==> src/rtl/mccs_pkg.sv <==
// ----------------------------------------------------------------------------
// mccs_pkg: shared definitions for the minimum coin change solver
// Widths, table constants, register indexes and the control/status structs
// that join the controller and the datapath.
// ----------------------------------------------------------------------------
`timescale 1ns / 1ps
`default_nettype none

package mccs_pkg;

  localparam int MAX_AMOUNT = 1023;
  localparam int MAX_DENOMS = 6;
  localparam int NUM_SLOTS  = 6;

  localparam int AMT_W  = 10;  // amounts, denominations, bill counts
  localparam int TBL_W  = 11;  // table entries, wide enough for the infinity mark
  localparam int SLOT_W = 3;   // slot index, can also hold NUM_SLOTS
  localparam int DCNT_W = 3;   // denom_count register
  localparam int DEPTH  = MAX_AMOUNT + 1;

  localparam logic [TBL_W-1:0] TBL_INF = TBL_W'(MAX_AMOUNT + 1);

  localparam int PADDR_W = 5;
  localparam int PDATA_W = 32;

  typedef enum logic [2:0] {
    REG_DENOM_COUNT = 3'd0,
    REG_DENOM_0     = 3'd1,
    REG_DENOM_1     = 3'd2,
    REG_DENOM_2     = 3'd3,
    REG_DENOM_3     = 3'd4,
    REG_DENOM_4     = 3'd5,
    REG_DENOM_5     = 3'd6
  } reg_idx_t;

  typedef struct packed {
    logic [DCNT_W-1:0]                denom_count;
    logic [NUM_SLOTS-1:0][AMT_W-1:0]  denom;
  } cfg_t;

  typedef enum logic [5:0] {
    S_IDLE    = 6'b000001,
    S_FILL    = 6'b000010,
    S_FILL_WR = 6'b000100,
    S_CHECK   = 6'b001000,
    S_RT      = 6'b010000,
    S_DONE    = 6'b100000
  } state_t;

  typedef struct packed {
    logic load;
    logic fill_step;
    logic fill_wr;
    logic rt_load;
    logic rt_step;
    logic publish;
  } cmd_t;

  typedef struct packed {
    logic target_zero;
    logic fill_last_slot;
    logic fill_last_amt;
    logic solvable;
    logic rem_zero;
    logic rt_hit;
    logic rt_miss;
  } stat_t;

endpackage

`default_nettype wire

==> src/rtl/mccs_ctrl.sv <==
// ----------------------------------------------------------------------------
// mccs_ctrl: solver sequencer
// Steps the datapath through table fill, retrace and result hand-off, and
// owns both channel handshakes.
// ----------------------------------------------------------------------------
`timescale 1ns / 1ps
`default_nettype none

module mccs_ctrl (
  input  wire logic            clk,
  input  wire logic            rst_n,
  input  wire logic            in_valid,
  output logic                 in_ready,
  output logic                 out_valid,
  input  wire logic            out_ready,
  input  wire mccs_pkg::stat_t stat,
  output mccs_pkg::cmd_t       cmd
);

  mccs_pkg::state_t state_r, state_nxt;
  logic             out_valid_r, out_valid_nxt;
  logic             out_free;

  assign in_ready  = (state_r == mccs_pkg::S_IDLE);
  assign out_valid = out_valid_r;
  assign out_free  = !out_valid_r || out_ready;

  always_comb begin
    state_nxt     = state_r;
    cmd           = '0;
    out_valid_nxt = out_valid_r && !out_ready;
    case (state_r)
      mccs_pkg::S_IDLE: begin
        if (in_valid) begin
          cmd.load  = 1'b1;
          state_nxt = mccs_pkg::S_FILL;
        end
      end
      mccs_pkg::S_FILL: begin
        if (stat.target_zero) begin
          state_nxt = mccs_pkg::S_CHECK;
        end else begin
          cmd.fill_step = 1'b1;
          if (stat.fill_last_slot) begin
            state_nxt = mccs_pkg::S_FILL_WR;
          end
        end
      end
      mccs_pkg::S_FILL_WR: begin
        cmd.fill_wr = 1'b1;
        state_nxt   = stat.fill_last_amt ? mccs_pkg::S_CHECK : mccs_pkg::S_FILL;
      end
      mccs_pkg::S_CHECK: begin
        cmd.rt_load = 1'b1;
        state_nxt   = stat.solvable ? mccs_pkg::S_RT : mccs_pkg::S_DONE;
      end
      mccs_pkg::S_RT: begin
        if (stat.rem_zero) begin
          state_nxt = mccs_pkg::S_DONE;
        end else begin
          cmd.rt_step = 1'b1;
          if (stat.rt_miss) begin
            state_nxt = mccs_pkg::S_DONE;
          end
        end
      end
      mccs_pkg::S_DONE: begin
        if (out_free) begin
          cmd.publish   = 1'b1;
          out_valid_nxt = 1'b1;
          state_nxt     = mccs_pkg::S_IDLE;
        end
      end
      default: begin
        state_nxt = mccs_pkg::S_IDLE;
      end
    endcase
  end

  always_ff @(posedge clk) begin
    if (!rst_n) begin
      state_r     <= mccs_pkg::S_IDLE;
      out_valid_r <= 1'b0;
    end else begin
      state_r     <= state_nxt;
      out_valid_r <= out_valid_nxt;
    end
  end

  // The write-back of an amount always closes a run of slot reads.
  a_wr_after_fill: assert property (@(posedge clk) disable iff (!rst_n)
    (state_r == mccs_pkg::S_FILL_WR) |-> $past(state_r == mccs_pkg::S_FILL))
    else $error("fill write-back without preceding slot reads");

  // A new result is never published over one that is still waiting.
  a_no_overwrite: assert property (@(posedge clk) disable iff (!rst_n)
    cmd.publish |-> (!out_valid_r || out_ready))
    else $error("result published over a pending beat");

  // The sequencer is always in exactly one state.
  a_state_onehot: assert property (@(posedge clk) disable iff (!rst_n)
    $onehot(state_r))
    else $error("sequencer state is not one-hot");

endmodule

`default_nettype wire

==> config.mk <==
export PLATFORM = sky130hd
export DESIGN_NAME = mccs_ctrl
export DESIGN_NICKNAME = d
export VERILOG_FILES = /design/src/rtl/mccs_pkg.sv /design/src/rtl/mccs_ctrl.sv
export SDC_FILE = /design/constraint.sdc
export NUM_CORES = 1
export LEC_CHECK = 0
export CAP_MARGIN = 15
export CORE_AREA = 2 2 39 41
export DETAILED_ROUTE_END_ITERATION = 7
export DIE_AREA = 0 0 41 43
export DONT_BUFFER_PORTS = 1
export SLEW_MARGIN = 20
export SYNTH_ARGS = -nofsm -noshare
export SYNTH_HDL_FRONTEND = slang
export SYNTH_SLANG_ARGS = --single-unit
export TNS_END_PERCENT = 100
==> constraint.sdc <==
create_clock -name clk -period 2 [get_ports clk]
set_clock_uncertainty 0.1 [all_clocks]
set_input_delay 0.3 -clock clk [delete_from_list [all_inputs] [get_ports clk]]
set_output_delay 0.3 -clock clk [all_outputs]
set_load 0.005 [all_outputs]
* Word-level counts from Yosys, hierarchy flattened
Index checks and enable logic that the tools add are counted.
Word-level totals: register bits 7, bits in latches 0, bits in writable memories 0, ROM bits 0, input port bits 11, memories kept 0
Cells by class: add/sub/neg operators 0, $mul 0, div/mod/pow operators 0, $lt $le $gt $ge 0, equal/unequal tests 10, shift operators 0, muxes and demuxes 21, bitwise gates (word level) 0, reduce and logical (&&, ||, !) cells 5
Operators with widths (number):
- two-way mux 6 bit | 7
- one-hot mux 6 bit (6 select lines) | 1
- two-way mux 1 bit | 12
- equality test 6 x 1 -> 1 bit, second input constant | 1
- equality test 6 x 2 -> 1 bit, second input constant | 1
- equality test 6 x 3 -> 1 bit, second input constant | 1
- equality test 6 x 4 -> 1 bit, second input constant | 1
- equality test 6 x 5 -> 1 bit, second input constant | 1
- equality test 6 bit, second input constant | 1
- != test 3 bit, second input constant | 2
- two-way mux 4 bit | 1
- != test 2 bit, second input constant | 2
- AND reduction 4 bit | 1
- logical NOT 1 bit | 2
- logical AND 1 bit | 1
- logical OR 1 bit | 1

* Longest topological paths before layout
depth in word-level cells 4, mapped depth 5, depth with buffers taken out 4

* Worst setup path after synthesis
Ideal clock, no wire load.
path kind reg2out, start register state_r[4], end output port cmd[4] (netlist bit), arrival 1424 ps, path slack 176 ps, stages on the path, launching flop included 5, path buffers 1, cells stage by stage dfxtp_1 -> or4_4 -> or3_4 -> inv_1 -> buf_4
RTL lines:
- from (decl) | line mccs_ctrl.sv:20 | mccs_pkg::state_t state_r, state_nxt;
- from (signal assigned) | line mccs_ctrl.sv:82 | state_r <= mccs_pkg::S_IDLE;
- from (signal assigned) | line mccs_ctrl.sv:85 | state_r <= state_nxt;
- to (decl) | line mccs_ctrl.sv:17 | output mccs_pkg::cmd_t cmd

==> metrics <==
status=completed; TritonCTS clock tree=yes; RSZ-0062 raised after global routing=true; Seq/Total Area, Yosys=30.2%; Initial Util=33.5%; HP Class=input port to register; Hold Path Depth=2; synthesized cell area=between 400 and 500 µm²; Pre-Repair DR Iteration Count=3; Synth cell types=31; min cycle time layout=around 2 ns; Max Cap Violations=0; worst skew pair latency=approximately 0.26 ns; syn avg cell area=roughly 7.6 µm²; global-route wire length before repair=roughly 1.7 mm; Peak Freq=around 500 MHz; Fin. Hold Viols=0; post-synth net total=72; Slew Limit Headroom=77.1%; Placement Setup Slack=~0.2 ns; Iter 0 DRT Violations=12; DP HPWL=820 µm; setup TNS=0 ns; Logic pwr share=32.1%; Num CTS Buffers=3; grt total ovfl=0; Post-synth top cells=nor2_1, dfxtp_1, inv_1; Antenna diodes=0; final worst-path cycle share=between 90% and 100%; final hold slack=~0.074 ns; P_sw=0.000142 W; chip width=41 µm; vias in the first global route=a little over 400; area added between synthesis and finish=17.3%; Hold Buf Count CTS=0; CTS clk-pin slew, worst paths=0.06 ns; clock share of power=between 30% and 40%; peak supply drop=284 µV; worst setup path start=state_r[0]; initial antenna violation count=0; leading post-synthesis cells by cell area=dfxtp_1, nor2_1, inv_1; Flop pwr share=a little over a third; FF+latch count, synth=7; Power Internal=slightly below 0.0003 W; Post-Synthesis Cells=61; Longest Clk Path Bufs=2; prevailing post-synth register cell=dfxtp_1; GRT Util Overall=16.0%; Filler Cell Count=151; Slew @ Worst Pin=0.340 ns; R2R cell count=5; largest net degree at the start of global routing=9; Worst setup EP type=primary output; Switching Share=roughly 33%; Buffers on Ports=0; Yosys top cell by area=dfxtp_1; root buffer selected by CTS=clkbuf_4; Startpoint Class=register; final WL=~1.1 mm; std cell rows=14; Worst Path Max Fanout=2; WP data arrival=roughly 1.6 ns; Die Span Y=43 µm; Final Slew Violations=0; dominant cell by count in the synthesized netlist=nor2_1; endpoints failing setup=0; clk sinks=7; drt wl/cell=13.8 µm; vias=between 400 and 500; layout cell share with drive strength beyond 1=approximately 24%; Synth top area share=between 30% and 40%; Core Footprint=~1400 µm²; Post-DRT Antenna Nets=0; cell area power density=796 nW/µm²; hold path start=stat[3]; worst setup margin=0.00461 ns; Post-synth EDFFs=0; Ys Warns=0; ys async rst share=0%; global placement routability congestion=~0.7; nets@finish=78; H-tree levels=1; worst r2r src=state_r[0]; DRC Markers=0; CP required=between 1.5 and 2 ns; via/cell ratio=5.46; top-level port count=19; Crit Path Class=register to primary output; cell leakage power=0.212 nW; Die Area=between 1500 and 2000 µm²
[kinds of logic after synthesis]
logic type	Yosys count	synth area share, %
compound gates	12	20.2
xor+xnor	1	1.89
buf+inv	8	7.28
flops	7	30.2
simple gates	33	40.4
[cell type report]
class                      instances  area (µm²)  share of cell area (%)
inverter                           5        18.8                    3.45
clock buffer                       4        26.3                    4.83
tap                               16        20.0                    3.68
multi-input combinational         46         302                    55.4
sequential                         7         148                    27.1
timing repair buffer               4        30.0                    5.52
[state kept, by name, summed over array words and instances, names as in the netlist]
register / flops
out_valid: 1
state_r: 6
[layer usage]
metal  GRT usage (%)  up-vias  wire (µm)
li1                -      228          -
met1            15.8      205        474
met2            23.1       11        540
met3            9.42        4         77
met4            12.0        0         40
met5               0        -          0
[metrics by stage]
step / instances / power (W) / util (%) / cell area, µm²
after floorplan: 61 / 0.000254 / - / 464
after global placement: 75 / 0.000274 / 34.4 / 477
after detailed placement: 75 / 0.000277 / 34.4 / 477
after CTS: 82 / 0.000434 / 38.5 / 533
after global routing: 82 / 0.000463 / 39.3 / 544
final: 82 / 0.000433 / 39.3 / 544
[path summary, 6_finish.rpt]
| check | slack [ns] | endpoint |
|---|---|---|
| worst max-delay path | 0.005 | cmd[4] |
| worst min-delay path | 0.07 | state_r[4] |
| worst max register to register | 0.16 | state_r[0] |
| worst min register to register | 0.50 | state_r[5] |
[critical path, cell delays in order, from the launching register on]
cell and delay (ns):
dfxtp_4 0.34, or4_4 0.53, or3_4 0.39, inv_2 0.07
[cells in the final DEF, fill, tap and decap left out, drive strengths merged]
master and count:
nor2 8, dfxtp 7, inv 5, nand2 4
buf 4, clkbuf 4, nand2b 3, nor3 3
and3 2, nand3 2, nor2b 2, a21oi 2
nor3b 2, or4 1, or3 1, nor4 1
nand3b 1, or2b 1, o22ai 1, nand4 1
o22a 1, a41o 1, nor4b 1, o21ai 1
o21a 1, o211ai 1, a211o 1, xor2 1
a211oi 1, o21bai 1, a31oi 1
[power by group through the flow]
stage                     sequential [W]  combinational [W]  clock [W]
after floorplan                 0.000160          0.0000945          0
after global placement          0.000164           0.000110          0
after detailed placement        0.000164           0.000113          0
after CTS                       0.000156           0.000134   0.000144
after global routing            0.000159           0.000151   0.000153
final                           0.000157           0.000139   0.000137
[timing repair]
item,4_1_cts,5_1_grt
setup endpoints to repair,1,3
buffers inserted,3,0
pin swaps,2,1
gates resized for setup,5,2
(Power assumes the default switching activity.)
