**src/rtl/mccs_pkg.sv**
```systemverilog
// ----------------------------------------------------------------------------
// mccs_pkg: shared definitions for the minimum coin change solver
// Widths, table constants, register indexes and the control/status structs
// that join the controller and the datapath.
// ----------------------------------------------------------------------------
`timescale 1ns / 1ps
`default_nettype none

package mccs_pkg;

  localparam int MAX_AMOUNT = 1023;
  localparam int MAX_DENOMS = 6;
  localparam int NUM_SLOTS  = 6;

  localparam int AMT_W  = 10;  // amounts, denominations, bill counts
  localparam int TBL_W  = 11;  // table entries, wide enough for the infinity mark
  localparam int SLOT_W = 3;   // slot index, can also hold NUM_SLOTS
  localparam int DCNT_W = 3;   // denom_count register
  localparam int DEPTH  = MAX_AMOUNT + 1;

  localparam logic [TBL_W-1:0] TBL_INF = TBL_W'(MAX_AMOUNT + 1);

  localparam int PADDR_W = 5;
  localparam int PDATA_W = 32;

  typedef enum logic [2:0] {
    REG_DENOM_COUNT = 3'd0,
    REG_DENOM_0     = 3'd1,
    REG_DENOM_1     = 3'd2,
    REG_DENOM_2     = 3'd3,
    REG_DENOM_3     = 3'd4,
    REG_DENOM_4     = 3'd5,
    REG_DENOM_5     = 3'd6
  } reg_idx_t;

  typedef struct packed {
    logic [DCNT_W-1:0]                denom_count;
    logic [NUM_SLOTS-1:0][AMT_W-1:0]  denom;
  } cfg_t;

  typedef enum logic [5:0] {
    S_IDLE    = 6'b000001,
    S_FILL    = 6'b000010,
    S_FILL_WR = 6'b000100,
    S_CHECK   = 6'b001000,
    S_RT      = 6'b010000,
    S_DONE    = 6'b100000
  } state_t;

  typedef struct packed {
    logic load;
    logic fill_step;
    logic fill_wr;
    logic rt_load;
    logic rt_step;
    logic publish;
  } cmd_t;

  typedef struct packed {
    logic target_zero;
    logic fill_last_slot;
    logic fill_last_amt;
    logic solvable;
    logic rem_zero;
    logic rt_hit;
    logic rt_miss;
  } stat_t;

endpackage

`default_nettype wire

```
**src/rtl/mccs_cfg.sv**
```systemverilog
// ----------------------------------------------------------------------------
// mccs_cfg: configuration register file
// APB-style slave holding the slot count and the six denomination values.
// ----------------------------------------------------------------------------
`timescale 1ns / 1ps
`default_nettype none

module mccs_cfg (
  input  wire logic                          clk,
  input  wire logic                          rst_n,
  input  wire logic                          psel,
  input  wire logic                          penable,
  input  wire logic                          pwrite,
  input  wire logic [mccs_pkg::PADDR_W-1:0]  paddr,
  input  wire logic [mccs_pkg::PDATA_W-1:0]  pwdata,
  output logic      [mccs_pkg::PDATA_W-1:0]  prdata,
  output logic                               pready,
  output mccs_pkg::cfg_t                     cfg
);

  mccs_pkg::cfg_t     cfg_r, cfg_nxt;
  mccs_pkg::reg_idx_t reg_idx;
  logic               wr_en;

  assign reg_idx = mccs_pkg::reg_idx_t'(paddr[4:2]);
  assign wr_en   = psel && penable && pwrite;
  assign pready  = 1'b1;
  assign cfg     = cfg_r;

  always_comb begin
    cfg_nxt = cfg_r;
    if (wr_en) begin
      case (reg_idx)
        mccs_pkg::REG_DENOM_COUNT: cfg_nxt.denom_count = pwdata[mccs_pkg::DCNT_W-1:0];
        mccs_pkg::REG_DENOM_0:     cfg_nxt.denom[0]    = pwdata[mccs_pkg::AMT_W-1:0];
        mccs_pkg::REG_DENOM_1:     cfg_nxt.denom[1]    = pwdata[mccs_pkg::AMT_W-1:0];
        mccs_pkg::REG_DENOM_2:     cfg_nxt.denom[2]    = pwdata[mccs_pkg::AMT_W-1:0];
        mccs_pkg::REG_DENOM_3:     cfg_nxt.denom[3]    = pwdata[mccs_pkg::AMT_W-1:0];
        mccs_pkg::REG_DENOM_4:     cfg_nxt.denom[4]    = pwdata[mccs_pkg::AMT_W-1:0];
        mccs_pkg::REG_DENOM_5:     cfg_nxt.denom[5]    = pwdata[mccs_pkg::AMT_W-1:0];
        default:                   cfg_nxt             = cfg_r;
      endcase
    end
  end

  always_comb begin
    case (reg_idx)
      mccs_pkg::REG_DENOM_COUNT: prdata = mccs_pkg::PDATA_W'(cfg_r.denom_count);
      mccs_pkg::REG_DENOM_0:     prdata = mccs_pkg::PDATA_W'(cfg_r.denom[0]);
      mccs_pkg::REG_DENOM_1:     prdata = mccs_pkg::PDATA_W'(cfg_r.denom[1]);
      mccs_pkg::REG_DENOM_2:     prdata = mccs_pkg::PDATA_W'(cfg_r.denom[2]);
      mccs_pkg::REG_DENOM_3:     prdata = mccs_pkg::PDATA_W'(cfg_r.denom[3]);
      mccs_pkg::REG_DENOM_4:     prdata = mccs_pkg::PDATA_W'(cfg_r.denom[4]);
      mccs_pkg::REG_DENOM_5:     prdata = mccs_pkg::PDATA_W'(cfg_r.denom[5]);
      default:                   prdata = '0;
    endcase
  end

  always_ff @(posedge clk) begin
    if (!rst_n) begin
      cfg_r.denom_count <= mccs_pkg::DCNT_W'(1);
      for (int i = 0; i < mccs_pkg::NUM_SLOTS; i++) begin
        cfg_r.denom[i] <= mccs_pkg::AMT_W'(1);
      end
    end else begin
      cfg_r <= cfg_nxt;
    end
  end

endmodule

`default_nettype wire

```
**config.mk**
```make
export PLATFORM = sky130hd
export DESIGN_NAME = mccs_cfg
export DESIGN_NICKNAME = d
export VERILOG_FILES = /design/src/rtl/mccs_pkg.sv /design/src/rtl/mccs_cfg.sv
export SDC_FILE = /design/constraint.sdc
export NUM_CORES = 1
export LEC_CHECK = 0
export ABC_AREA = 0
export BUFFER_PORTS_ARGS = -buffer_cell sky130_fd_sc_hd__buf_2
export CAP_MARGIN = 20
export CORE_ASPECT_RATIO = 0.5
export CORE_UTILIZATION = 47
export CTS_CLUSTER_DIAMETER = 120
export DETAILED_ROUTE_END_ITERATION = 10
export HOLD_SLACK_MARGIN = 0.12
export PLACE_DENSITY = 0.8
export SLEW_MARGIN = 25
export SYNTH_ARGS = -nofsm -noshare
export SYNTH_HDL_FRONTEND = slang
export SYNTH_SLANG_ARGS = --single-unit
```
**constraint.sdc**
```tcl
create_clock -name clk -period 2.5 [get_ports clk]
set_input_delay 0.75 -clock clk [delete_from_list [all_inputs] [get_ports clk]]
set_output_delay 0.75 -clock clk [all_outputs]
set_load 0.1 [all_outputs]
```
* After elaboration in Yosys (flattened, before gate mapping)
Index checks and enable logic that the tools add are counted.
** Operators by class
- Multiplexer cells :: 1
- Reductions and logical operators :: 10
- Equal/unequal tests :: 6
** Operators with widths (count)
- $pmux 10 s7 :: 1
- $reduce_and 2->1 :: 7
- $eq 3x3->1 const B :: 3
- $eq 3x2->1 const B :: 2
- $eq 3x1->1 const B :: 1
- $logic_not 3->1 :: 1
- $logic_and 1x1->1 :: 2
** Word-level totals
- Word-level logic and storage cells :: 24
- Bits in registers :: 63
- Bits of input ports :: 42
- Output and inout port bits :: 96

* Depth between registers and ports, before layout
- Depth after elaboration :: 3
- Depth in mapped cells :: 5
- Gate-level depth less buffers :: 3

* Least setup slack after synthesis
Ideal clock, no wire load.
- Path kind :: input port to output port
- From :: input paddr[3] (netlist name)
- To :: output prdata[0] (netlist name)
- Data arrival time :: 3.708 ns
- Data required time :: 1.750 ns
- Path slack :: -1.958 ns
- Path buffers :: 2
- Cell stages on the path :: 5
- Cells stage by stage :: buf_2 -> buf_4 -> mux2i_1 -> o221a_2 -> a221oi_1
** On the way
- Word-level cells in the longest chain between the ends :: 2
- Elaborated cells on any way between the ends :: 8
- Classes of those cells :: eq/ne (6); mux (1); reduce/logical (1)
** Ends and longest elaborated chain
- start, declared :: RTL line mccs_cfg.sv:14 : input wire logic [mccs_pkg::PADDR_W-1:0] paddr,
- $eq 3x3->1 (tied with other cells) :: RTL line mccs_cfg.sv:47 : case (reg_idx)
- $pmux 10 s7 * :: RTL line mccs_cfg.sv:47
- end, declared :: RTL line mccs_cfg.sv:16 : output logic [mccs_pkg::PDATA_W-1:0] prdata,
Every way passes the cells marked *; elsewhere a longest branch is shown, timed or not.

* Worst setup path in the final report
- From :: input paddr[3] (netlist name)
- To :: output prdata[1] (netlist name)
The elaborated chain is that of the path after synthesis.

==> implementation parameters <==
Parameter                              Value

Status
  Outcome ... finished with violations
  Violated checks ... negative setup slack

Synth
  Synthesized instance count ... 318
  Share of async-settable or async-resettable flops after synthesis ... 0%
  Synth Flop Type ... sky130_fd_sc_hd__dfxtp_1
  Post-synthesis share of cell area spent on and, or, nand and nor gates ... 14.77%
  Average footprint of a synthesized cell ... 9.671 um2
  Main combinational cell family by area after synthesis ... multiplexers
  Area share of the leading cell type in the synthesized netlist ... 41.01%
  Sequential fraction of the synthesis area ... 41.01%
  Post-Synth XOR/XNOR Area ... 0%
  Share of cell area taken by muxes after synthesis ... 28.44%
  Leading cell types by total area after synthesis ... sky130_fd_sc_hd__dfxtp_1 41%, sky130_fd_sc_hd__mux2i_1 24%, sky130_fd_sc_hd__nand2_1 8.1%
  Adder-cell area share of the yosys netlist ... 0%
  Unique cell type count in the Yosys netlist ... 29
  Synthesized cell area ... 0.003075 mm2
  YS warnings ... 0
  Library cell occupying the most area in the post-synthesis netlist ... sky130_fd_sc_hd__dfxtp_1
  Count of flip-flops with a built-in enable after synthesis ... 0
  Yosys reg bits ... 63
  Compound-cell area share of the yosys netlist ... 6.509%
  Most frequent cell after synthesis ... sky130_fd_sc_hd__mux2i_1
  Commonest cells in the synthesized netlist ... 75 x sky130_fd_sc_hd__mux2i_1, 66 x sky130_fd_sc_hd__nand2_1, 63 x sky130_fd_sc_hd__dfxtp_1

Setup path
  Maximum net fanout on the critical path ... 7
  Register-to-register setup slack ... 1760 ps
  Crit Path Category ... in2out
  Worst R2R End ... cfg[32]
  Required time of the critical path ... 1750 ps
  Cell depth of the worst flop-to-flop path ... 2
  Startpoint of the worst-slack reg-to-reg timing path ... cfg[32]
  Arrival time at the worst endpoint ... 1880 ps
  Worst path slowest cell ... sky130_fd_sc_hd__o221a_4
  Slowest stage delay, CP ... 270 ps
  Crit-path cells ... buf_12, buf_8, nand2b_4, o221a_4, a221oi_4, buf_12
  Cell with the most instances on the worst path ... sky130_fd_sc_hd__buf_12
  Kind of launch point of the worst setup path ... input pin
  Endpoint type of the worst setup path ... primary output

Layout
  Fraction of the core area covered by cells at the end of the flow ... 75.12%
  Count of fill cells added during filler insertion ... 364
  Layout Nets ... 489
  Number of flip-flops under the largest register name ... 63
  Proportion of layout cells with a drive suffix above 1 ... 47.35%
  Area growth from synthesis to layout ... 50.98%
  Inserted Diodes ... 0

Routing
  Overall via count from detail_route ... 2,958
  Post-DR wirelength/cell ... 18.71 um
  Number of detailed-route iterations in the first pass ... 7
  DRC marker count from the first detailed-route iteration ... 193
  Final antenna-violating net count ... 0
  Number of design rule violations left after detail routing ... 0
  Total length of routed wires ... 10,110 um
  Routed vias/inst ... 5.478

Global route
  Grt met3 use ... 7.566%
  Pin count of the biggest net entering global routing ... 43
  Busiest layer in global routing ... met2
  Routing usage on met2 ... 49.45%
  Global routing met1 resource utilization ... 37.88%
  Via count of the first global-routing pass ... 2,856
  Initial antenna violation count ... 0
  Global route total overflow ... 0
  Global-route wire length before repair ... 15,180 um
  Combined global-route utilization of all metal layers ... 29.95%

Pwr
  Internal power ... 1958 uW
  Comb power frac ... 18.9%
  Relative contribution of sequential cells to total power ... 35.8%
  Worst supply voltage drop on vdd ... 0.4374 mV
  Sw Share ... 31.17%
  Power density relative to cell area ... 612.7 mW/mm2
  Power dissipated by switching net loads ... 886.8 uW
  Clk pwr share ... 45.3%
  Power after layout ... 2845 uW
  Static power due to leakage ... 0.002103 uW

CTS
  TritonCTS buffer count ... 9
  Insertion delay of the later-clocked pin in the worst-skew pair ... 330 ps
  Total number of clock tree sinks ... 63
  Number of buffers added to fix hold violations after cts ... 0
  Cell chosen for the clock root ... sky130_fd_sc_hd__clkbuf_16
  Total number of H-tree levels ... 3
  TritonCTS clock tree ... yes
  Clock edge transition at the registers on the reported setup and hold paths ... 50 ps
  Maximum root-to-sink buffer count ... 2

STA
  Slew @ Worst Pin ... 528.9 ps
  Worst Skew ... 0 ps
  Max_slew headroom ... 64.99%
  Final Hold Violating Endpoints ... 0
  Achievable clock frequency ... 379.8 MHz
  Final critical-path setup slack ... -133.2 ps
  RSZ-0062 raised after global routing ... yes
  Portion of the clock cycle consumed by the worst path in the final layout ... 105.3%
  Final setup violating endpoints ... 10
  Max-slew violations ... 0
  Final worst path period need ... 2633 ps

Die
  Initial Util ... 49.76%
  # IOs ... 138
  Core footprint ... 0.006181 mm2
  Die X-Extent ... 116.4 um
  Height of the die ... 59.20 um
  Floorplan row count ... 20
  Area of the die ... 0.006891 mm2

Min path
  Hold Path Stages ... 2
  Class of the most critical hold timing path ... reg2reg
  Worst hold start ... cfg[49]
  Worst Hold Endpoint ... cfg[49]

Place
  Final HPWL DP ... 5991 um
  Minimum setup slack after placement ... -293.1 ps
  Routability congestion estimate from global placement ... 0.8019
  Quantity of I/O buffers inserted on ports ... 90

Flow run
  Max cap viols ... 0
-- layout by cell type, fill, tap and decap left out, types with 6 or more instances in the layout --
cell                        synthesis  final
sky130_fd_sc_hd__conb_1             2     23
sky130_fd_sc_hd__mux2_4             0      8
sky130_fd_sc_hd__buf_2              6     77
sky130_fd_sc_hd__mux2i_1           75     75
sky130_fd_sc_hd__nor2b_1           11      6
sky130_fd_sc_hd__dfxtp_1           63     48
sky130_fd_sc_hd__clkbuf_16          0      9
sky130_fd_sc_hd__buf_12             0     13
sky130_fd_sc_hd__buf_4             25     41
sky130_fd_sc_hd__nand2_1           66     66
sky130_fd_sc_hd__dfxtp_2            0     15
-- cells by family after synthesis --
group | Yosys count
AND/OR/NAND/NOR | 96
flip-flops | 63
other | 2
multiplexers | 86
buffers and inverters | 45
AO/OA/AOI/OAI | 26
-- power groups by stage --
stage | logic (uW) | clock network (uW) | registers (uW)
after floorplan | 353 | 0 | 1090
after global placement | 470 | 0 | 1040
after detailed placement | 474 | 0 | 1040
after CTS | 518 | 1270 | 1020
after global routing | 554 | 1340 | 1020
final | 537 | 1290 | 1020
-- cell type report --
class | instances | area [um2] | share of cell area [%]
multi-input cells | 231 | 1867 | 40.20
repair buffers | 140 | 1070 | 23.04
clock buffers | 10 | 239.0 | 5.147
inverters | 2 | 7.507 | 0.1617
flip-flops and latches | 63 | 1280 | 27.57
well taps | 88 | 110.1 | 2.371
clock inverters | 6 | 70.07 | 1.509
-- critical path, delay by kind of cell --
kind	cells	cell delay, ps
AO/OA/AOI/OAI	2	520
buffers and inverters	3	460
AND/OR/NAND/NOR	1	160
-- how the worst max path moves through the flow --
stage                endpoint  slack, ps  startpoint  depth (start not counted)
floorplan           prdata[2]       -880    paddr[2]                          4
global placement    prdata[1]       -240    paddr[3]                          6
detailed placement  prdata[4]       -290    paddr[2]                          6
CTS                 prdata[1]       -110    paddr[3]                          6
global route        prdata[8]       -160    paddr[2]                          7
finish              prdata[1]       -130    paddr[3]                          6
-- stage by stage --
stage / hold slack, ps / setup TNS (ps) / instances / cell area (um2)
2_1_floorplan: 686.4 / -2969 / 339 / 3369
3_3_place_gp: 445.5 / -2089 / 515 / 4015
3_5_place_dp: 452.9 / -2395 / 515 / 4015
4_1_cts: 463.4 / -614.3 / 539 / 4586
5_1_grt: 491.8 / -1094 / 540 / 4643
6_report: 468.5 / -788.8 / 540 / 4643
-- repair_timing --
action | 4_1_cts | 5_1_grt
endpoints found under the setup margin | 10 | 10
buffers inserted | 8 | 1
pin swaps | 7 | 3
resized for setup | 48 | 9
-- routing by layer --
metal | wire length, um | part of all wire [%] | up-vias
met5 | 0 | 0 | -
met4 | 261 | 2.6 | 0
met3 | 670 | 6.6 | 27
met2 | 4848 | 48 | 155
met1 | 4326 | 43 | 1461
li1 | - | - | 1315
Power figures use the tool's default switching activity.
